## config.mk

```make
export PLATFORM = sky130hd
export DESIGN_NAME = serial_to_parallel_link_bridge
export DESIGN_NICKNAME = d
export VERILOG_FILES = /design/src/rtl/slpb_pkg.sv /design/src/rtl/serial_to_parallel_link_bridge.sv /design/src/rtl/slpb_cfg.sv /design/src/rtl/slpb_front.sv /design/src/rtl/slpb_queue.sv /design/src/rtl/slpb_back.sv
export SDC_FILE = /design/constraint.sdc
export NUM_CORES = 1
export LEC_CHECK = 0
export BUFFER_PORTS_ARGS = -buffer_cell sky130_fd_sc_hd__buf_2
export CORE_ASPECT_RATIO = 2
export CORE_MARGIN = 5
export CORE_UTILIZATION = 50
export CTS_CLUSTER_SIZE = 8
export DETAILED_ROUTE_END_ITERATION = 8
export PLACE_DENSITY = 0.8
export SYNTH_ARGS = -nofsm -noshare
export SYNTH_HDL_FRONTEND = slang
export SYNTH_HIERARCHICAL = 1
export SYNTH_SLANG_ARGS = --single-unit
```

## constraint.sdc

```tcl
create_clock -name clk -period 2.9 [get_ports clk]
set_input_delay 0.58 -clock clk [delete_from_list [all_inputs] [get_ports clk]]
set_output_delay 0.58 -clock clk [all_outputs]
set_load 0.02 [all_outputs]
```

## src/rtl/slpb_pkg.sv

```systemverilog
// Shared types, register codes and reset values for the serial-to-parallel link bridge.
// No dependencies; every other file of the bridge imports this package.
`timescale 1ns / 1ps
`default_nettype none

package slpb_pkg;

  // Depth of the sample queue between front and back
  localparam int SLPB_QUEUE_DEPTH = 2;

  // Configuration port geometry: eight byte registers at 4*i
  localparam int CFG_ADDR_W = 5;
  localparam int CFG_DATA_W = 32;

  // Device state that reports a transfer error
  localparam logic [7:0] TRANSFER_ERROR_STATE = 8'd2;

  // Register reset values
  localparam logic [7:0] RST_OWN_ADDRESS   = 8'd57;
  localparam logic [7:0] RST_ATTENTION     = 8'd217;
  localparam logic [7:0] RST_READY         = 8'd237;
  localparam logic [7:0] RST_BUSY          = 8'd253;
  localparam logic [7:0] RST_END_TRANSFER  = 8'd114;
  localparam logic [7:0] RST_END_RECEIVE   = 8'd174;
  localparam logic [7:0] RST_REPEAT        = 8'd154;
  localparam logic [7:0] RST_WORK_DONE     = 8'd1;

  // Register indexes on the configuration port
  typedef enum logic [2:0] {
    REG_OWN_ADDRESS  = 3'd0,
    REG_ATTENTION    = 3'd1,
    REG_READY        = 3'd2,
    REG_BUSY         = 3'd3,
    REG_END_TRANSFER = 3'd4,
    REG_END_RECEIVE  = 3'd5,
    REG_REPEAT       = 3'd6,
    REG_WORK_DONE    = 3'd7
  } reg_idx_t;

  // Protocol phases
  typedef enum logic [2:0] {
    PH_ADDR   = 3'd0,
    PH_REQ    = 3'd1,
    PH_READ   = 3'd2,
    PH_REPLY  = 3'd3,
    PH_RELAY  = 3'd4,
    PH_REQ2   = 3'd5,
    PH_READ2  = 3'd6,
    PH_FINAL  = 3'd7
  } phase_t;

  // Register file contents
  typedef struct packed {
    logic [7:0] own_address;
    logic [7:0] attention_code;
    logic [7:0] ready_code;
    logic [7:0] busy_code;
    logic [7:0] end_transfer_code;
    logic [7:0] end_receive_code;
    logic [7:0] repeat_code;
    logic [7:0] work_done_state;
  } cfg_t;

  // One classified pin sample
  typedef struct packed {
    logic       c1;
    logic       c2;
    logic       din;
    logic [7:0] dev;
    logic       dev_free;
    logic       dev_err;
  } sample_t;

endpackage

`default_nettype wire

```

## src/rtl/serial_to_parallel_link_bridge.sv

```systemverilog
// Channel   Handshake           Payload
// input     in_valid/in_ready   in_c1_level, in_c2_level, in_serial_in, in_device_byte
// result    out_valid/out_ready out_serial_out, out_serial_drive, out_parallel_out,
//                               out_parallel_drive, out_phase
// config    psel/penable/pready paddr, pwrite, pwdata, prdata (APB-style, byte regs at 4*i)
//
// One pin sample request is taken every cycle while in_ready is high; each gives one result,
// passing the front register, the sample queue and the result register of the protocol engine.
// The protocol engine in the back stage updates once per sample and sets that rate.
// Synchronous active-low reset clears all control state; no clearing pass.
// A stalled result holds in the result register; the queue absorbs samples and
// in_ready falls once the front register and queue are both full.
`timescale 1ns / 1ps
`default_nettype none

module serial_to_parallel_link_bridge #(
  parameter int QUEUE_DEPTH = slpb_pkg::SLPB_QUEUE_DEPTH
) (
  input  wire logic                            clk,
  input  wire logic                            rst_n,
  input  wire logic                            in_valid,
  output logic                                 in_ready,
  input  wire logic                            in_c1_level,
  input  wire logic                            in_c2_level,
  input  wire logic                            in_serial_in,
  input  wire logic [7:0]                      in_device_byte,
  output logic                                 out_valid,
  input  wire logic                            out_ready,
  output logic                                 out_serial_out,
  output logic                                 out_serial_drive,
  output logic [7:0]                           out_parallel_out,
  output logic                                 out_parallel_drive,
  output logic [2:0]                           out_phase,
  input  wire logic                            psel,
  input  wire logic                            penable,
  input  wire logic                            pwrite,
  input  wire logic [slpb_pkg::CFG_ADDR_W-1:0] paddr,
  input  wire logic [slpb_pkg::CFG_DATA_W-1:0] pwdata,
  output logic      [slpb_pkg::CFG_DATA_W-1:0] prdata,
  output logic                                 pready
);
  import slpb_pkg::*;

  cfg_t    cfg;
  sample_t f_sample, q_sample;
  logic    f_push, q_ready, q_valid, q_pop;

  // Register file
  slpb_cfg u_cfg (
    .clk     (clk),
    .rst_n   (rst_n),
    .psel    (psel),
    .penable (penable),
    .pwrite  (pwrite),
    .paddr   (paddr),
    .pwdata  (pwdata),
    .prdata  (prdata),
    .pready  (pready),
    .cfg_o   (cfg)
  );

  // Take and classify sample requests
  slpb_front u_front (
    .clk             (clk),
    .rst_n           (rst_n),
    .in_valid        (in_valid),
    .in_ready        (in_ready),
    .in_c1_level     (in_c1_level),
    .in_c2_level     (in_c2_level),
    .in_serial_in    (in_serial_in),
    .in_device_byte  (in_device_byte),
    .work_done_state (cfg.work_done_state),
    .push_o          (f_push),
    .sample_o        (f_sample),
    .q_ready_i       (q_ready)
  );

  // Decouple front and back
  slpb_queue #(
    .DEPTH (QUEUE_DEPTH)
  ) u_queue (
    .clk     (clk),
    .rst_n   (rst_n),
    .push_i  (f_push),
    .data_i  (f_sample),
    .ready_o (q_ready),
    .valid_o (q_valid),
    .data_o  (q_sample),
    .pop_i   (q_pop)
  );

  // Protocol engine and result register
  slpb_back u_back (
    .clk                (clk),
    .rst_n              (rst_n),
    .cfg_i              (cfg),
    .q_valid_i          (q_valid),
    .q_data_i           (q_sample),
    .pop_o              (q_pop),
    .out_valid          (out_valid),
    .out_ready          (out_ready),
    .out_serial_out     (out_serial_out),
    .out_serial_drive   (out_serial_drive),
    .out_parallel_out   (out_parallel_out),
    .out_parallel_drive (out_parallel_drive),
    .out_phase          (out_phase)
  );

endmodule

`default_nettype wire

```

## src/rtl/slpb_cfg.sv

```systemverilog
// APB-style register file holding the bridge codes.
// Depends on slpb_pkg for the register indexes, reset values and cfg_t.
`timescale 1ns / 1ps
`default_nettype none

module slpb_cfg (
  input  wire logic                           clk,
  input  wire logic                           rst_n,
  input  wire logic                           psel,
  input  wire logic                           penable,
  input  wire logic                           pwrite,
  input  wire logic [slpb_pkg::CFG_ADDR_W-1:0] paddr,
  input  wire logic [slpb_pkg::CFG_DATA_W-1:0] pwdata,
  output logic      [slpb_pkg::CFG_DATA_W-1:0] prdata,
  output logic                                pready,
  output slpb_pkg::cfg_t                      cfg_o
);
  import slpb_pkg::*;

  cfg_t     cfg_r, cfg_nxt;
  reg_idx_t idx;
  logic     wr_en;
  logic [7:0] rd_byte;

  assign idx    = reg_idx_t'(paddr[CFG_ADDR_W-1:2]);
  assign pready = 1'b1;
  assign wr_en  = psel & penable & pwrite & pready;
  assign cfg_o  = cfg_r;

  // Decode a write request into the addressed register
  always_comb begin
    cfg_nxt = cfg_r;
    if (wr_en) begin
      case (idx)
        REG_OWN_ADDRESS:  cfg_nxt.own_address       = pwdata[7:0];
        REG_ATTENTION:    cfg_nxt.attention_code    = pwdata[7:0];
        REG_READY:        cfg_nxt.ready_code        = pwdata[7:0];
        REG_BUSY:         cfg_nxt.busy_code         = pwdata[7:0];
        REG_END_TRANSFER: cfg_nxt.end_transfer_code = pwdata[7:0];
        REG_END_RECEIVE:  cfg_nxt.end_receive_code  = pwdata[7:0];
        REG_REPEAT:       cfg_nxt.repeat_code       = pwdata[7:0];
        REG_WORK_DONE:    cfg_nxt.work_done_state   = pwdata[7:0];
        default:          cfg_nxt = cfg_r;
      endcase
    end
  end

  // Return the addressed register on a read request
  always_comb begin
    case (idx)
      REG_OWN_ADDRESS:  rd_byte = cfg_r.own_address;
      REG_ATTENTION:    rd_byte = cfg_r.attention_code;
      REG_READY:        rd_byte = cfg_r.ready_code;
      REG_BUSY:         rd_byte = cfg_r.busy_code;
      REG_END_TRANSFER: rd_byte = cfg_r.end_transfer_code;
      REG_END_RECEIVE:  rd_byte = cfg_r.end_receive_code;
      REG_REPEAT:       rd_byte = cfg_r.repeat_code;
      REG_WORK_DONE:    rd_byte = cfg_r.work_done_state;
      default:          rd_byte = 8'd0;
    endcase
  end

  assign prdata = {{(CFG_DATA_W-8){1'b0}}, rd_byte};

  // Hold the registers, load reset values
  always_ff @(posedge clk) begin
    if (!rst_n) begin
      cfg_r.own_address       <= RST_OWN_ADDRESS;
      cfg_r.attention_code    <= RST_ATTENTION;
      cfg_r.ready_code        <= RST_READY;
      cfg_r.busy_code         <= RST_BUSY;
      cfg_r.end_transfer_code <= RST_END_TRANSFER;
      cfg_r.end_receive_code  <= RST_END_RECEIVE;
      cfg_r.repeat_code       <= RST_REPEAT;
      cfg_r.work_done_state   <= RST_WORK_DONE;
    end else begin
      cfg_r <= cfg_nxt;
    end
  end

endmodule

`default_nettype wire

```

## src/rtl/slpb_front.sv

```systemverilog
// Front stage: takes pin sample requests and classifies the device byte.
// Depends on slpb_pkg for sample_t and the transfer error state.
`timescale 1ns / 1ps
`default_nettype none

module slpb_front (
  input  wire logic              clk,
  input  wire logic              rst_n,
  input  wire logic              in_valid,
  output logic                   in_ready,
  input  wire logic              in_c1_level,
  input  wire logic              in_c2_level,
  input  wire logic              in_serial_in,
  input  wire logic [7:0]        in_device_byte,
  input  wire logic [7:0]        work_done_state,
  output logic                   push_o,
  output slpb_pkg::sample_t      sample_o,
  input  wire logic              q_ready_i
);
  import slpb_pkg::*;

  logic    valid_r, valid_nxt;
  sample_t sample_r, sample_nxt;
  logic    in_acc;

  assign in_ready = !valid_r || q_ready_i;
  assign in_acc   = in_valid && in_ready;
  assign push_o   = valid_r && q_ready_i;
  assign sample_o = sample_r;

  // Classify the sample against the device state codes
  always_comb begin
    sample_nxt.c1       = in_c1_level;
    sample_nxt.c2       = in_c2_level;
    sample_nxt.din      = in_serial_in;
    sample_nxt.dev      = in_device_byte;
    sample_nxt.dev_free = (in_device_byte == work_done_state);
    sample_nxt.dev_err  = (in_device_byte == TRANSFER_ERROR_STATE);
  end

  // Load a new request, drop the held one once the queue takes it
  always_comb begin
    if (in_acc) begin
      valid_nxt = 1'b1;
    end else if (push_o) begin
      valid_nxt = 1'b0;
    end else begin
      valid_nxt = valid_r;
    end
  end

  always_ff @(posedge clk) begin
    if (!rst_n) begin
      valid_r <= 1'b0;
    end else begin
      valid_r <= valid_nxt;
    end
  end

  always_ff @(posedge clk) begin
    if (in_acc) begin
      sample_r <= sample_nxt;
    end
  end

endmodule

`default_nettype wire

```

## src/rtl/slpb_queue.sv

```systemverilog
// Short FIFO of classified samples between the front and back stages.
// Depends on slpb_pkg for sample_t.
`timescale 1ns / 1ps
`default_nettype none

module slpb_queue #(
  parameter int DEPTH = slpb_pkg::SLPB_QUEUE_DEPTH
) (
  input  wire logic              clk,
  input  wire logic              rst_n,
  input  wire logic              push_i,
  input  slpb_pkg::sample_t      data_i,
  output logic                   ready_o,
  output logic                   valid_o,
  output slpb_pkg::sample_t      data_o,
  input  wire logic              pop_i
);
  import slpb_pkg::*;

  localparam int PTR_W = (DEPTH > 1) ? $clog2(DEPTH) : 1;
  localparam int CNT_W = $clog2(DEPTH + 1);
  localparam logic [PTR_W-1:0] LAST_PTR = PTR_W'(DEPTH - 1);
  localparam logic [CNT_W-1:0] FULL_CNT = CNT_W'(DEPTH);

  sample_t          mem_r [DEPTH];
  logic [PTR_W-1:0] wr_ptr_r, wr_ptr_nxt;
  logic [PTR_W-1:0] rd_ptr_r, rd_ptr_nxt;
  logic [CNT_W-1:0] cnt_r, cnt_nxt;

  assign ready_o = (cnt_r != FULL_CNT);
  assign valid_o = (cnt_r != '0);
  assign data_o  = mem_r[rd_ptr_r];

  // Advance pointers and count
  always_comb begin
    wr_ptr_nxt = wr_ptr_r;
    rd_ptr_nxt = rd_ptr_r;
    cnt_nxt    = cnt_r;
    if (push_i) begin
      wr_ptr_nxt = (wr_ptr_r == LAST_PTR) ? '0 : wr_ptr_r + 1'b1;
    end
    if (pop_i) begin
      rd_ptr_nxt = (rd_ptr_r == LAST_PTR) ? '0 : rd_ptr_r + 1'b1;
    end
    case ({push_i, pop_i})
      2'b10:   cnt_nxt = cnt_r + 1'b1;
      2'b01:   cnt_nxt = cnt_r - 1'b1;
      default: cnt_nxt = cnt_r;
    endcase
  end

  always_ff @(posedge clk) begin
    if (!rst_n) begin
      wr_ptr_r <= '0;
      rd_ptr_r <= '0;
      cnt_r    <= '0;
    end else begin
      wr_ptr_r <= wr_ptr_nxt;
      rd_ptr_r <= rd_ptr_nxt;
      cnt_r    <= cnt_nxt;
    end
  end

  // Store the pushed sample
  always_ff @(posedge clk) begin
    if (push_i) begin
      mem_r[wr_ptr_r] <= data_i;
    end
  end

`ifndef SYNTHESIS
  a_no_pop_empty: assert property (@(posedge clk) disable iff (!rst_n)
    pop_i |-> (cnt_r != '0))
    else $error("queue popped while empty");

  a_no_push_full: assert property (@(posedge clk) disable iff (!rst_n)
    push_i |-> (cnt_r != FULL_CNT))
    else $error("queue pushed while full");

  a_ptr_match: assert property (@(posedge clk) disable iff (!rst_n)
    ((cnt_r == '0) || (cnt_r == FULL_CNT)) |-> (wr_ptr_r == rd_ptr_r))
    else $error("queue pointers disagree with count");
`endif

endmodule

`default_nettype wire

```

## src/rtl/slpb_back.sv

```systemverilog
// Back stage: runs the bus protocol over queued samples and registers one result per sample.
// Depends on slpb_pkg for phase_t, cfg_t, sample_t.
`timescale 1ns / 1ps
`default_nettype none

module slpb_back (
  input  wire logic              clk,
  input  wire logic              rst_n,
  input  slpb_pkg::cfg_t         cfg_i,
  input  wire logic              q_valid_i,
  input  slpb_pkg::sample_t      q_data_i,
  output logic                   pop_o,
  output logic                   out_valid,
  input  wire logic              out_ready,
  output logic                   out_serial_out,
  output logic                   out_serial_drive,
  output logic [7:0]             out_parallel_out,
  output logic                   out_parallel_drive,
  output logic [2:0]             out_phase
);
  import slpb_pkg::*;

  // Protocol state
  phase_t     phase_r, phase_nxt;
  logic [7:0] shift_r, shift_nxt;
  logic [2:0] cnt_r, cnt_nxt;
  logic       frame_r, frame_nxt;
  logic       rel_r, rel_nxt;
  logic       attn_r, attn_nxt;
  logic [7:0] dev_r, dev_nxt;
  logic [7:0] plat_r, plat_nxt;
  logic       slatch_r, slatch_nxt;
  logic [7:0] reply_r, reply_nxt;

  // Result register
  logic       ovalid_r, ovalid_nxt;
  logic       osout_r, osdrv_r, opdrv_r;
  logic [7:0] opout_r;
  logic [2:0] ophase_r;
  logic       sdrive, pdrive;

  // Sample decode
  logic       frame_on, bit_edge, byte_done, pulse_end;
  logic [7:0] byte_upd;
  logic       serial_ph;

  assign pop_o = q_valid_i && (!ovalid_r || out_ready);

  // Decode the sample against the frame state
  always_comb begin
    frame_on  = frame_r | q_data_i.c1;
    bit_edge  = frame_on & q_data_i.c2 & rel_r;
    byte_done = bit_edge & (cnt_r == 3'd7);
    pulse_end = frame_r & !q_data_i.c1;
    byte_upd  = shift_r;
    byte_upd[cnt_r] = q_data_i.din;
    serial_ph = phase_r inside {PH_ADDR, PH_REPLY, PH_RELAY, PH_FINAL};
  end

  // Next phase
  always_comb begin
    phase_nxt = phase_r;
    case (phase_r)
      PH_ADDR: begin
        if (byte_done && attn_r && (byte_upd == cfg_i.own_address)) phase_nxt = PH_REQ;
      end
      PH_REQ: begin
        if (pulse_end) phase_nxt = PH_READ;
      end
      PH_READ: begin
        if (pulse_end) phase_nxt = PH_REPLY;
      end
      PH_REPLY: begin
        if (byte_done) begin
          phase_nxt = (dev_r == cfg_i.work_done_state) ? PH_RELAY : PH_ADDR;
        end
      end
      PH_RELAY: begin
        if (byte_done && (byte_upd == cfg_i.end_transfer_code)) phase_nxt = PH_REQ2;
      end
      PH_REQ2: begin
        if (pulse_end) phase_nxt = PH_READ2;
      end
      PH_READ2: begin
        if (pulse_end) phase_nxt = PH_FINAL;
      end
      PH_FINAL: begin
        if (byte_done) phase_nxt = PH_ADDR;
      end
      default: phase_nxt = PH_ADDR;
    endcase
  end

  // Frame, latch and reply updates
  always_comb begin
    shift_nxt  = shift_r;
    cnt_nxt    = cnt_r;
    frame_nxt  = frame_r;
    rel_nxt    = rel_r;
    attn_nxt   = attn_r;
    dev_nxt    = dev_r;
    plat_nxt   = plat_r;
    slatch_nxt = slatch_r;
    reply_nxt  = reply_r;

    if (serial_ph) begin
      // Clock bits on released rising edges of C2
      if (frame_on) begin
        frame_nxt = !byte_done;
        cnt_nxt   = bit_edge ? cnt_r + 1'b1 : cnt_r;
        if (byte_done) begin
          rel_nxt = 1'b1;
        end else if (bit_edge) begin
          rel_nxt = 1'b0;
        end else begin
          rel_nxt = rel_r | !q_data_i.c2;
        end
      end
      case (phase_r)
        PH_ADDR: begin
          if (bit_edge) shift_nxt = byte_upd;
          if (byte_done) attn_nxt = (byte_upd == cfg_i.attention_code);
        end
        PH_RELAY: begin
          if (bit_edge) shift_nxt = byte_upd;
          if (byte_done) plat_nxt = byte_upd;
        end
        default: begin
          if (bit_edge) slatch_nxt = reply_r[cnt_r];
        end
      endcase
    end else begin
      // C1 pulse phases: drive ready or sample the device
      frame_nxt = frame_on;
      case (phase_r)
        PH_REQ, PH_REQ2: begin
          if (frame_on) plat_nxt = cfg_i.ready_code;
        end
        PH_READ: begin
          if (frame_on) dev_nxt = q_data_i.dev;
          if (pulse_end) begin
            reply_nxt = q_data_i.dev_free ? cfg_i.ready_code : cfg_i.busy_code;
          end
        end
        default: begin
          if (frame_on) dev_nxt = q_data_i.dev;
          if (pulse_end) begin
            reply_nxt = q_data_i.dev_err ? cfg_i.repeat_code : cfg_i.end_receive_code;
          end
        end
      endcase
    end

    // Clear phase flags on every change of phase
    if (phase_nxt != phase_r) begin
      frame_nxt = 1'b0;
      cnt_nxt   = 3'd0;
      rel_nxt   = 1'b1;
      if (phase_r == PH_ADDR) attn_nxt = 1'b0;
    end
  end

  // Line drives in the phase just entered
  always_comb begin
    sdrive = phase_nxt inside {PH_REPLY, PH_FINAL};
    pdrive = phase_nxt inside {PH_REQ, PH_RELAY, PH_REQ2};
    ovalid_nxt = pop_o | (ovalid_r & !out_ready);
  end

  always_ff @(posedge clk) begin
    if (!rst_n) begin
      phase_r  <= PH_ADDR;
      shift_r  <= 8'd0;
      cnt_r    <= 3'd0;
      frame_r  <= 1'b0;
      rel_r    <= 1'b1;
      attn_r   <= 1'b0;
      dev_r    <= 8'd0;
      plat_r   <= 8'd0;
      slatch_r <= 1'b0;
      reply_r  <= 8'd0;
      ovalid_r <= 1'b0;
    end else begin
      ovalid_r <= ovalid_nxt;
      if (pop_o) begin
        phase_r  <= phase_nxt;
        shift_r  <= shift_nxt;
        cnt_r    <= cnt_nxt;
        frame_r  <= frame_nxt;
        rel_r    <= rel_nxt;
        attn_r   <= attn_nxt;
        dev_r    <= dev_nxt;
        plat_r   <= plat_nxt;
        slatch_r <= slatch_nxt;
        reply_r  <= reply_nxt;
      end
    end
  end

  // Result payload
  always_ff @(posedge clk) begin
    if (pop_o) begin
      osout_r  <= sdrive & slatch_nxt;
      osdrv_r  <= sdrive;
      opout_r  <= pdrive ? plat_nxt : 8'd0;
      opdrv_r  <= pdrive;
      ophase_r <= phase_nxt;
    end
  end

  assign out_valid          = ovalid_r;
  assign out_serial_out     = osout_r;
  assign out_serial_drive   = osdrv_r;
  assign out_parallel_out   = opout_r;
  assign out_parallel_drive = opdrv_r;
  assign out_phase          = ophase_r;

`ifndef SYNTHESIS
  a_cnt_in_frame: assert property (@(posedge clk) disable iff (!rst_n)
    (cnt_r != 3'd0) |-> frame_r)
    else $error("bit count set outside a frame");

  a_pulse_no_bits: assert property (@(posedge clk) disable iff (!rst_n)
    ((phase_r == PH_REQ) || (phase_r == PH_READ) || (phase_r == PH_REQ2) ||
     (phase_r == PH_READ2)) |-> (cnt_r == 3'd0))
    else $error("bit count set in a pulse phase");

  a_attn_addr_only: assert property (@(posedge clk) disable iff (!rst_n)
    (phase_r != PH_ADDR) |-> !attn_r)
    else $error("attention flag kept outside address wait");

  a_phase_on_pop: assert property (@(posedge clk) disable iff (!rst_n)
    !pop_o |=> $stable(phase_r))
    else $error("phase moved without a sample");
`endif

endmodule

`default_nettype wire
```

After elaboration in Yosys (flattened, before gate mapping)
Memories as Yosys holds them, arrays and structs flattened. A register that Yosys moved wholly into a read port is not among the register bits.
Index checks and enable logic that the tools add are counted.
- bits of input ports: 55
- logic and storage cells: 183
- register bits: 139
- output and inout port bits: 49
- bits in writable memories: 26
- memories: 1
- memories (memory ; words ; bits a word ; read ports ; clocked after Yosys merged registers in ; write ports ; line ; source):
    u_queue.mem_r ; 2 ; 13 ; 1 ; 1 ; 1 ; slpb_queue.sv:25 ; sample_t mem_r [DEPTH];
- muxes and demuxes: 55
- bitwise logic cells: 13
- $lt $le $gt $ge: 2
- add/sub/neg operators: 5
- reductions and logical operators: 42
- equality and inequality tests: 31
- operators with widths (cell ; number):
    $mux W8 ; 9
    $pmux W8 S8 ; 1
    $eq A8 B8 Y1 ; 5
    $mux W3 ; 13
    $eq A3 B3 Y1 const B ; 12
    $mux W1 ; 26
    $pmux W3 S8 ; 1
    $reduce_and A2 Y1 ; 9
    $pmux W8 S2 ; 1
    $reduce_and A4 Y1 ; 4
    $eq A3 B2 Y1 const B ; 5
    $reduce_bool A2 Y1 ; 7
    $eq A3 B1 Y1 const B ; 3
    $and A1 B1 Y1 ; 8
    $bwmux W8 ; 1
    $eq A8 B2 Y1 const B ; 1
    $logic_and A1 B1 Y1 ; 7
    $logic_not A1 Y1 ; 6
    $logic_not A3 Y1 ; 2
    $lt A3 B4 Y1 const B ; 1
    $pmux W2 S2 ; 1
    $reduce_bool A4 Y1 ; 1
    $reduce_or A2 Y1 ; 2
    $add A3 B1 Y3 const B ; 1
    other kinds (16) ; 21

Longest topological paths before layout
Gate-level depths: netlist of the first run.
- depth after elaboration: 12
- depth in mapped cells: 10
- depth with buffers taken out: 9

Modules after synthesis
The synthesis of the first run kept the hierarchy.
- by module, submodules not included (module ; seq. area each (um^2) ; area an instance (um^2) ; cells each ; instances):
    slpb_back ; 1281.2 ; 3699.8 ; 427 ; 1
    slpb_cfg ; 1281.2 ; 3253.1 ; 417 ; 1
    slpb_queue ; 880.8 ; 1148.6 ; 62 ; 1
    slpb_front ; 410.4 ; 546.8 ; 33 ; 1

Worst setup path before layout of the first run
Ideal clock, no wire load.
- kind: reg2reg
- from: register (tool-made name)
- to: register u_back.cnt_r[1]
- required time: 2.780 ns
- slack: 0.259 ns
- buffers on the path: 2
- clock period less this slack: 2.641 ns
- arrival time: 2.522 ns
- setup time: 0.120 ns
- cell stages (with the launch flop): 10
- cells stage by stage: dfxtp_1 buf_2 mux2_1 clkbuf_1 nand3b_1 nand4_1 or4_4 o211ai_4 a21oi_1 a211o_1
- RTL lines (element ; line ; source):
    to (signal assigned) ; slpb_back.sv:188 ; cnt_r <= cnt_nxt;
    to (decl) ; slpb_back.sv:26 ; logic [2:0] cnt_r, cnt_nxt;

==> impl_metrics.env, run 1 <==
export IMPL_holdWs_ns=0.3314
export IMPL_clkSlewWorstSetupHoldPaths_ns=0.06
export IMPL_r2r_cells=9
export IMPL_routed_via_density=5.974
export IMPL_grt_pass1_wl_um=37100
export IMPL_synth_top_family_by_area="simple AND/OR/NAND/NOR gates"
export IMPL_crit_type="flop to flop"
export IMPL_synth_compound_area_frac=0.1755
export IMPL_cts_setup_buffers=0
export IMPL_synthFlopType="dfxtp_1"
export IMPL_cts_resized=0
export IMPL_synth_edf_count=53
export IMPL_yosysWarnings=6
export IMPL_diodes=0
export IMPL_clock_root_buffer="clkbuf_16"
export IMPL_fin_crit_ns=2.843
export IMPL_grt_start_max_net_pins=66
export IMPL_die_area_um2=20190
export IMPL_drtPass1Iterations=5
export IMPL_avgSynthCellArea_um2=9.210
export IMPL_multi_input_area_um2=4329
export IMPL_cts_made_buffers=17
export IMPL_cts_sinks=166
export IMPL_slew_limit_headroom=0.5680
export IMPL_tightest_slew_ns=0.6481
export IMPL_nFillCells=1520
export IMPL_synth_async_reset_ratio=0
export IMPL_start_util=0.5032
export IMPL_worstSkewPairLatency_ns=0.43
export IMPL_drt_antenna_violating_nets=0
export IMPL_hold_buffers=0
export IMPL_grt_usage=0.2416
export IMPL_ys_ff_latch=166
export IMPL_register_area_um2=3854
export IMPL_wl_um=24160
export IMPL_endpoint_kind="flop"
export IMPL_synthMuxAreaShare=0.06322
export IMPL_p_leak_uw=0.003695
export IMPL_gr_total_overflow=0
export IMPL_power_density_nw_per_um2=702.6
export IMPL_ys_seq_area_frac=0.4456
export IMPL_maxSlewViolCount=0
export IMPL_ioPinCount=104
export IMPL_required_ns=3.25
export IMPL_h_tree_depth=4
export IMPL_buffer_ports_inserted=52
export IMPL_syn_instance_count=939
export IMPL_grt_pass1_vias=7085
export IMPL_setup_tns_ns=0
export IMPL_wire_per_inst_um=19.92
export IMPL_finalSetupViolations=0
export IMPL_fmax_mhz=351.7
export IMPL_drt_initial_drc_count=547
export IMPL_layout_drive_gt1_share=0.1645
export IMPL_status="finished clean"
export IMPL_area_growth_pct=12.43
export IMPL_crit_arrival_ns=3.19
export IMPL_maxCapViolations=0
export IMPL_antenna_found_initial=0
export IMPL_cts_buffer_depth=2
export IMPL_die_h_um=196.0
export IMPL_fin_nets=1048
export IMPL_synth_fa_ha_area_frac=0.004340
export IMPL_whs_path_depth=1
export IMPL_syn_area_um2=8648
export IMPL_drc_errors=0
export IMPL_final_cell_mix="dfxtp_1, nand2_1, nor2_1, o21ai_0, edfxtp_1"
export IMPL_row_count=68
export IMPL_rsz0062_at_grt="no"
export IMPL_coreArea_um2=17190
export IMPL_period_share=0.9804
export IMPL_synth_xor_area_frac=0.03646
export IMPL_finalWeightedCongestion=0.9581
export IMPL_crit_fanout=10
export IMPL_finalHoldViolations=0
export IMPL_skew_ns=0.006353
export IMPL_num_vias=7246
export IMPL_cts_tree="built"
export IMPL_start_kind="flop"
export IMPL_irDropWorstVdd_uv=474.7
export IMPL_hpwl_um=18000
export IMPL_layout_commonest_cell="dfxtp_1"
export IMPL_yosys_area_share_simple=0.2088
export IMPL_die_w_um=103.0
export IMPL_synth_cell_types=82
export IMPL_hold_class="input port to flop"
final cells by class:
| type | instances | share of cell area |
|---|---|---|
| Sequential cell | 166 | 0.3963 |
| Multi-Input combinational cell | 686 | 0.4452 |
| Clock inverter | 11 | 0.01004 |
| Timing Repair Buffer | 101 | 0.06589 |
| Clock buffer | 21 | 0.04851 |
| Inverter | 18 | 0.006949 |
| Tap cell | 210 | 0.02702 |
logic make-up after synthesis:
kind of cell,count (synthesis)
other,2
multiplexers,50
adder cells (fa/ha/maj),3
AND/OR/NAND/NOR,348
AO/OA/AOI/OAI,224
XOR/XNOR,36
buffers and inverters,110
flip-flops,166
critical path, stage by stage (launching register included):
cell and delay, ns:
dfxtp_1 0.31, mux2_1 0.47, buf_4 0.23, nor4bb_1 0.44
a21oi_2 0.13, xnor2_1 0.16, nor4_1 0.49, nand4_1 0.18
a22o_1 0.22, a21oi_1 0.14
routing by layer:
metal  global-route usage  part of all wire
met3              0.03915             0.050
met1               0.2469              0.34
met5                    0                 0
met4               0.1681             0.074
met2               0.4298              0.53
metrics by stage:
stage	worst slack, ns	util	power (µW)	instance area [µm²]	instances
after CTS	0.1385	0.5657	6843	9723	1213
after global routing	0.01477	0.5657	7147	9723	1213
after detailed placement	0.1574	0.5326	4703	9154	1181
after global placement	0.2044	0.5326	4660	9154	1181
final	0.05688	0.5657	6831	9723	1213
after floorplan	0.2585	-	4148	8735	962
state kept, by name, indices dropped and copies added (netlist names), 2 cells and up, named ones only:
signal,flops
u_back/dev_r,8
u_back/reply_r,8
u_back/shift_r,8
u_back/phase_r,3
u_back/out_parallel_out,8
u_cfg/cfg_o,64
u_back/cnt_r,3
u_back/out_phase,3
u_front/sample_o,13
u_queue/mem_r,26
u_queue/cnt_r,2
u_back/plat_r,8
synth_stat cells (all sizes together) (14+ instances only):
library cell | instances | area, µm²
xor2 | 15 | 131.4
mux2 | 14 | 161.4
nand3 | 47 | 240.2
a211oi | 28 | 215.2
a21boi | 32 | 240.2
nand2b | 25 | 156.4
nor3 | 14 | 75.07
nor2 | 77 | 309.0
clkbuf | 35 | 132.6
edfxtp | 53 | 1592
mux2i | 34 | 340.3
inv | 17 | 63.81
buf | 57 | 364.1
a21oi | 38 | 197.7
nand2 | 99 | 376.6
dfxtp | 113 | 2262
o21ai | 60 | 300.3
nor2b | 22 | 137.6
xnor2 | 21 | 183.9
worst paths after layout:
check	endpoint	from	slack (ns)
worst max register to register	flop	flop	0.06
worst min register to register	u_queue/mem_r[0][2]	u_front/sample_o[2]	0.44
worst max-delay path	flop	flop	0.06
worst min-delay path	u_front/sample_o[12]	in_c1_level	0.33
power breakdown:
group	internal [µW]	switching (µW)	leakage, µW
combinational	695	1140	0.00199
sequential	2660	171	0.00142
clock	1260	903	0.000282
total	4610	2220	0.00369
Note: power is estimated with default switching activity, not from simulation.
==> run 2: changes to the inputs <==
CORE_UTILIZATION = 40   (was 50)
GPL_TIMING_DRIVEN = 0   (was unset)
PLACE_DENSITY = 0.68   (was 0.8)
==> impl_metrics.env, run 2 (synthesis results as in run 1) <==
export IMPL_status="finished clean"
export IMPL_coreArea_um2=21400
export IMPL_cts_sinks=166
export IMPL_worstPathCellList="buf_4 > clkbuf_4 > nand3b_1 > a21boi_0 > nor4_1 > o2111ai_2 > o211ai_4 > a21oi_1 > a211o_1"
export IMPL_slew_limit_headroom=0.1812
export IMPL_die_h_um=217.9
export IMPL_holdWs_ns=0.3198
export IMPL_min_from="in_c1_level"
export IMPL_layout_drive_gt1_share=0.1718
export IMPL_fin_nets=1087
export IMPL_grt_pass1_vias=7658
export IMPL_routed_via_density=5.717
export IMPL_antenna_found_initial=0
export IMPL_crit_reg2reg_launch="u_back/cnt_r[2]"
export IMPL_start_kind="flop"
export IMPL_drtPass1Iterations=5
export IMPL_row_count=76
export IMPL_wl_met2_um=14440
export IMPL_fmax_mhz=360.2
export IMPL_post_place_cells=1279
export IMPL_reg2reg_setup_slack_ns=0.12
export IMPL_cts_tree="built"
export IMPL_num_vias=7518
export IMPL_wire_per_inst_um=20.95
export IMPL_wl_um=27560
export IMPL_power_density_nw_per_um2=711.5
export IMPL_irDropWorstVdd_uv=426.9
export IMPL_required_ns=3.22
export IMPL_crit_type="flop to flop"
export IMPL_hold_class="input port to flop"
export IMPL_setup_ws_ns=0.1236
export IMPL_worstSkewPairLatency_ns=0.44
export IMPL_die_area_um2=24840
export IMPL_drt_initial_drc_count=491
export IMPL_final_cell_mix="dfxtp_1, nand2_1, nor2_1, buf_2, o21ai_0"
export IMPL_ioPinCount=104
export IMPL_reg2reg_to="u_back/cnt_r[1]"
export IMPL_cts_made_buffers=17
export IMPL_finalSetupViolations=0
export IMPL_hold_buffers=0
export IMPL_slowest_stage="dfxtp_1"
export IMPL_r2r_cells=9
export IMPL_tightest_slew_ns=1.224
export IMPL_fin_util=0.4692
export IMPL_place_ws_ns=-0.5367
export IMPL_clock_root_buffer="clkbuf_16"
export IMPL_largest_register_ffs=64
export IMPL_rsz0062_at_grt="yes"
export IMPL_buffer_ports_inserted=44
export IMPL_whs_path_depth=1
export IMPL_diodes=0
export IMPL_layout_commonest_cell="dfxtp_1"
export IMPL_h_tree_depth=4
export IMPL_start_util=0.4042
export IMPL_critPathTopFamily="compound AO/OA/AOI/OAI gates"
export IMPL_finalHoldViolations=0
export IMPL_drc_errors=0
export IMPL_area_growth_pct=16.09
export IMPL_finalNonFillerCells=1315
export IMPL_skew_ns=0.007584
export IMPL_crit_fanout=10
export IMPL_drt_antenna_violating_nets=0
export IMPL_p_leak_uw=0.003784
export IMPL_met1_length_um=8891
export IMPL_slowest_delay_ns=0.38
export IMPL_setup_tns_ns=0
export IMPL_die_w_um=114.0
export IMPL_endpoint_kind="flop"
export IMPL_maxSlewViolCount=0
export IMPL_hold_path_endpoint="u_front/sample_o[12]"
export IMPL_grt_usage=0.2229
export IMPL_clkSlewWorstSetupHoldPaths_ns=0.06
export IMPL_crit_arrival_ns=3.10
export IMPL_period_share=0.9574
export IMPL_cts_buffer_depth=2
export IMPL_hpwl_um=21230
export IMPL_path_buf_inv=2
export IMPL_grt_pass1_wl_um=41880
export IMPL_fin_crit_ns=2.776
export IMPL_maxCapViolations=0
export IMPL_grt_start_max_net_pins=24
export IMPL_gr_total_overflow=0
export IMPL_met3_length_um=1467
export IMPL_finalWeightedCongestion=0.9791
export IMPL_top_layer="met4"
-- run 2: cell count changes in the layout (fill, tap and decap cells not counted), moves of 2 or more --
cell,delta
clkbuf_1,+32
buf_4,-18
buf_2,+15
buf_1,+4
buf_6,+4
bufinv_16,+2
clkinv_4,-2
clkinvlp_4,+2
mux2i_1,-2
nor3_1,-2
nor3_2,+2
o2111ai_1,-2
o2111ai_2,+2
-- run 2: routing by layer --
metal  vias up  GRT usage
met5         -          0
met3       136    0.04332
met1      3552     0.2039
met2       328     0.4040
met4         0     0.1974
li1       3502          -
-- run 2: worst max path at each step --
| stage | from | end | slack, ns | cells past startpoint |
|---|---|---|---|---|
| 6_report | u_back/cnt_r[2] | u_back/cnt_r[1] | 0.12 | 9 |
| 5_1_grt | u_queue/cnt_r[0] | u_back/cnt_r[2] | -0.02 | 9 |
| 4_1_cts | flop | u_back/out_serial_out | 0.009 | 9 |
| 3_5_place_dp | out_ready | u_queue/cnt_r[1] | -0.54 | 8 |
| 3_3_place_gp | flop | u_back/out_parallel_out[1] | -0.52 | 9 |
| 2_1_floorplan | flop | u_back/cnt_r[1] | 0.26 | 9 |
-- run 2: worst register-to-register path: stages, from the launching register on --
cell	delay [ns]
dfxtp_1	0.38
buf_4	0.20
clkbuf_4	0.26
nand3b_1	0.25
a21boi_0	0.20
nor4_1	0.31
o2111ai_2	0.31
o211ai_4	0.36
a21oi_1	0.12
a211o_1	0.27
-- run 2: area by class of cell --
class / count / area [µm²]
Multi-Input combinational cell: 686 / 4403
Fill cell: 2064 / 11360
Clock buffer: 20 / 446.7
Buffer: 92 / 510.5
Sequential cell: 166 / 3855
Timing Repair Buffer: 48 / 262.8
Inverter: 18 / 68.82
Clock inverter: 12 / 151.4
Tap cell: 273 / 341.6
-- run 2: per-stage QoR --
step	instance area [µm²]	total power, µW
2_1_floorplan	8735	4148
3_3_place_gp	9296	4693
3_5_place_dp	9296	4721
4_1_cts	9958	7072
5_1_grt	10040	7442
6_report	10040	7143
-- run 2: repair_timing --
action | in CTS | in global routing
gates resized for setup | 14 | 14
endpoints found under the hold margin | 0 | 0
setup buffers | 2 | 2
pin swaps | 1 | 2
endpoints found under the setup margin | 29 | 24
-- run 2: report_power, final --
part	switching [µW]	internal, µW	total (µW)
clock network	935	1380	2310
registers	146	2670	2810
logic	1300	724	2020
==> run 3: changes to the inputs <==
CORE_ASPECT_RATIO = 0.5   (was 2)
==> impl_metrics.env, run 3 (synthesis results as in run 1) <==
export IMPL_layout_commonest_cell="dfxtp_1"
export IMPL_skew_ns=0.008722
export IMPL_whs_path_depth=1
export IMPL_cts_tree="built"
export IMPL_p_int_uw=4586
export IMPL_hold_path_endpoint="u_front/sample_o[10]"
export IMPL_die_w_um=217.9
export IMPL_power_share_clock=0.324
export IMPL_grt_pass1_vias=7070
export IMPL_gr_total_overflow=0
export IMPL_area_growth_pct=16.29
export IMPL_diodes=0
export IMPL_netSwitchingFraction=0.3472
export IMPL_start_kind="flop"
export IMPL_wire_per_inst_um=19.68
export IMPL_hpwl_um=19410
export IMPL_p_leak_uw=0.003778
export IMPL_die_area_um2=24840
export IMPL_worstSkewPairLatency_ns=0.44
export IMPL_die_h_um=114.0
export IMPL_grt_start_max_net_pins=24
export IMPL_seqPwrFrac=0.401
export IMPL_finalNonFillerCells=1343
export IMPL_reg2reg_to="u_back/out_parallel_out[6]"
export IMPL_cts_buffer_depth=2
export IMPL_finalHoldViolations=0
export IMPL_crit_arrival_ns=3.12
export IMPL_setup_ws_ns=0.04719
export IMPL_finalSetupViolations=0
export IMPL_routed_via_density=5.604
export IMPL_p_switching_uw=2439
export IMPL_maxCapViolations=0
export IMPL_drt_initial_drc_count=728
export IMPL_fin_crit_ns=2.853
export IMPL_status="finished clean"
export IMPL_final_cell_mix="dfxtp_1, nand2_1, nor2_1, buf_2, o21ai_0"
export IMPL_h_tree_depth=4
export IMPL_drt_antenna_violating_nets=0
export IMPL_power_density_nw_per_um2=698.5
export IMPL_endpoint_kind="flop"
export IMPL_min_from="in_serial_in"
export IMPL_clock_root_buffer="clkbuf_16"
export IMPL_slew_limit_headroom=0.3317
export IMPL_reg2reg_setup_slack_ns=0.05
export IMPL_finalWeightedCongestion=0.9811
export IMPL_post_dp_cell_area_um2=9330
export IMPL_num_vias=7526
export IMPL_place_ws_ns=-0.5865
export IMPL_buffer_ports_inserted=44
export IMPL_start_util=0.4033
export IMPL_layout_drive_gt1_share=0.1735
export IMPL_power_uw=7025
export IMPL_holdWs_ns=0.3124
export IMPL_combPwrFrac=0.275
export IMPL_fin_nets=1088
export IMPL_antenna_found_initial=0
export IMPL_grt_usage=0.2078
export IMPL_maxSlewViolCount=0
export IMPL_row_count=38
export IMPL_crit_fanout=10
export IMPL_crit_type="flop to flop"
export IMPL_clkSlewWorstSetupHoldPaths_ns=0.07
export IMPL_wl_um=26430
export IMPL_fin_area_um2=10060
export IMPL_post_place_cells=1306
export IMPL_period_share=0.9837
export IMPL_irDropWorstVdd_uv=419.4
export IMPL_required_ns=3.16
export IMPL_crit_reg2reg_launch="u_back/cnt_r[0]"
export IMPL_hold_class="input port to flop"
export IMPL_fmax_mhz=350.5
export IMPL_nFillCells=2029
export IMPL_drtPass1Iterations=5
export IMPL_r2r_cells=10
export IMPL_rsz0062_at_grt="no"
export IMPL_tightest_slew_ns=1.000
export IMPL_ioPinCount=104
export IMPL_drc_errors=0
export IMPL_largest_register_ffs=64
export IMPL_cts_made_buffers=17
export IMPL_cts_sinks=166
export IMPL_grt_pass1_wl_um=39740
export IMPL_coreArea_um2=21440
## run 3: cell count changes in the layout (fill, tap and decap cells not counted), moves of 2 or more
| cell | change |
|---|---|
| bufinv_16 | -2 |
| clkinvlp_4 | -2 |
| clkinv_2 | -3 |
| clkbuf_1 | -2 |
| inv_6 | +6 |
| inv_8 | +4 |
## run 3: per-stage QoR
stage,setup TNS (ns),utilization
after CTS,0,0.4661
after global routing,0,0.4690
final,0,0.4690
after global placement,-8.709,0.4351
after floorplan,0,-
after detailed placement,-10.34,0.4351
## run 3: what timing repair did
action                                  4_1_cts  5_1_grt
pin swaps                                     4        4
endpoints found under the setup margin       20       30
hold buffers                                  0        0
cloned                                        0        0
gates resized for setup                      17       14
endpoints found under the hold margin         0        0
buffers inserted                              3        1
## run 3: layer usage
metal,GRT usage,vias to the layer above,routed length [µm]
li1,-,3506,-
met1,0.2840,3630,11840
met2,0.3244,339,11700
met3,0.04747,51,2152
met4,0.07818,0,741
met5,0,-,0
## run 3: worst max-delay path by stage
| stage | cells after the start | start | endpoint | slack (ns) |
|---|---|---|---|---|
| floorplan | 9 | flop | u_back/cnt_r[1] | 0.26 |
| global placement | 10 | flop | u_back/out_serial_out | -0.50 |
| detailed placement | 10 | flop | u_back/out_serial_drive | -0.59 |
| CTS | 7 | u_queue/cnt_r[0] | u_back/shift_r[0] | 0.02 |
| global route | 10 | u_back/cnt_r[0] | u_back/out_parallel_out[4] | 0.01 |
| finish | 10 | u_back/cnt_r[0] | u_back/out_parallel_out[6] | 0.05 |
## run 3: area by class of cell
cell class                      count  area, µm²  share of cell area
Multi-Input combinational cell    686       4398              0.4373
Sequential cell                   166       3857              0.3836
Buffer                             92      518.0             0.05151
Clock buffer                       17      425.4             0.04230
Tap cell                          300      375.4             0.03732
Timing Repair Buffer               49      257.7             0.02563
Clock inverter                     15      156.4             0.01555
Inverter                           18      68.82            0.006843
## run 3: worst max-delay path: stages, from the launching register on
cell       delay [ns]
dfxtp_1          0.37
buf_2            0.22
buf_2            0.23
nor3b_1          0.33
a21oi_1          0.08
nor4_1           0.38
o2111ai_2        0.30
o211ai_2         0.28
buf_4            0.16
a21oi_4          0.09
nor3_1           0.24
## run 3: power by group through the flow
stage,registers [µW],logic (µW),clock network [µW]
6_report,2810,1930,2280
3_5_place_dp,2860,1790,0
2_1_floorplan,2910,1240,0
4_1_cts,2810,1870,2310
3_3_place_gp,2850,1760,0
5_1_grt,2840,2080,2410
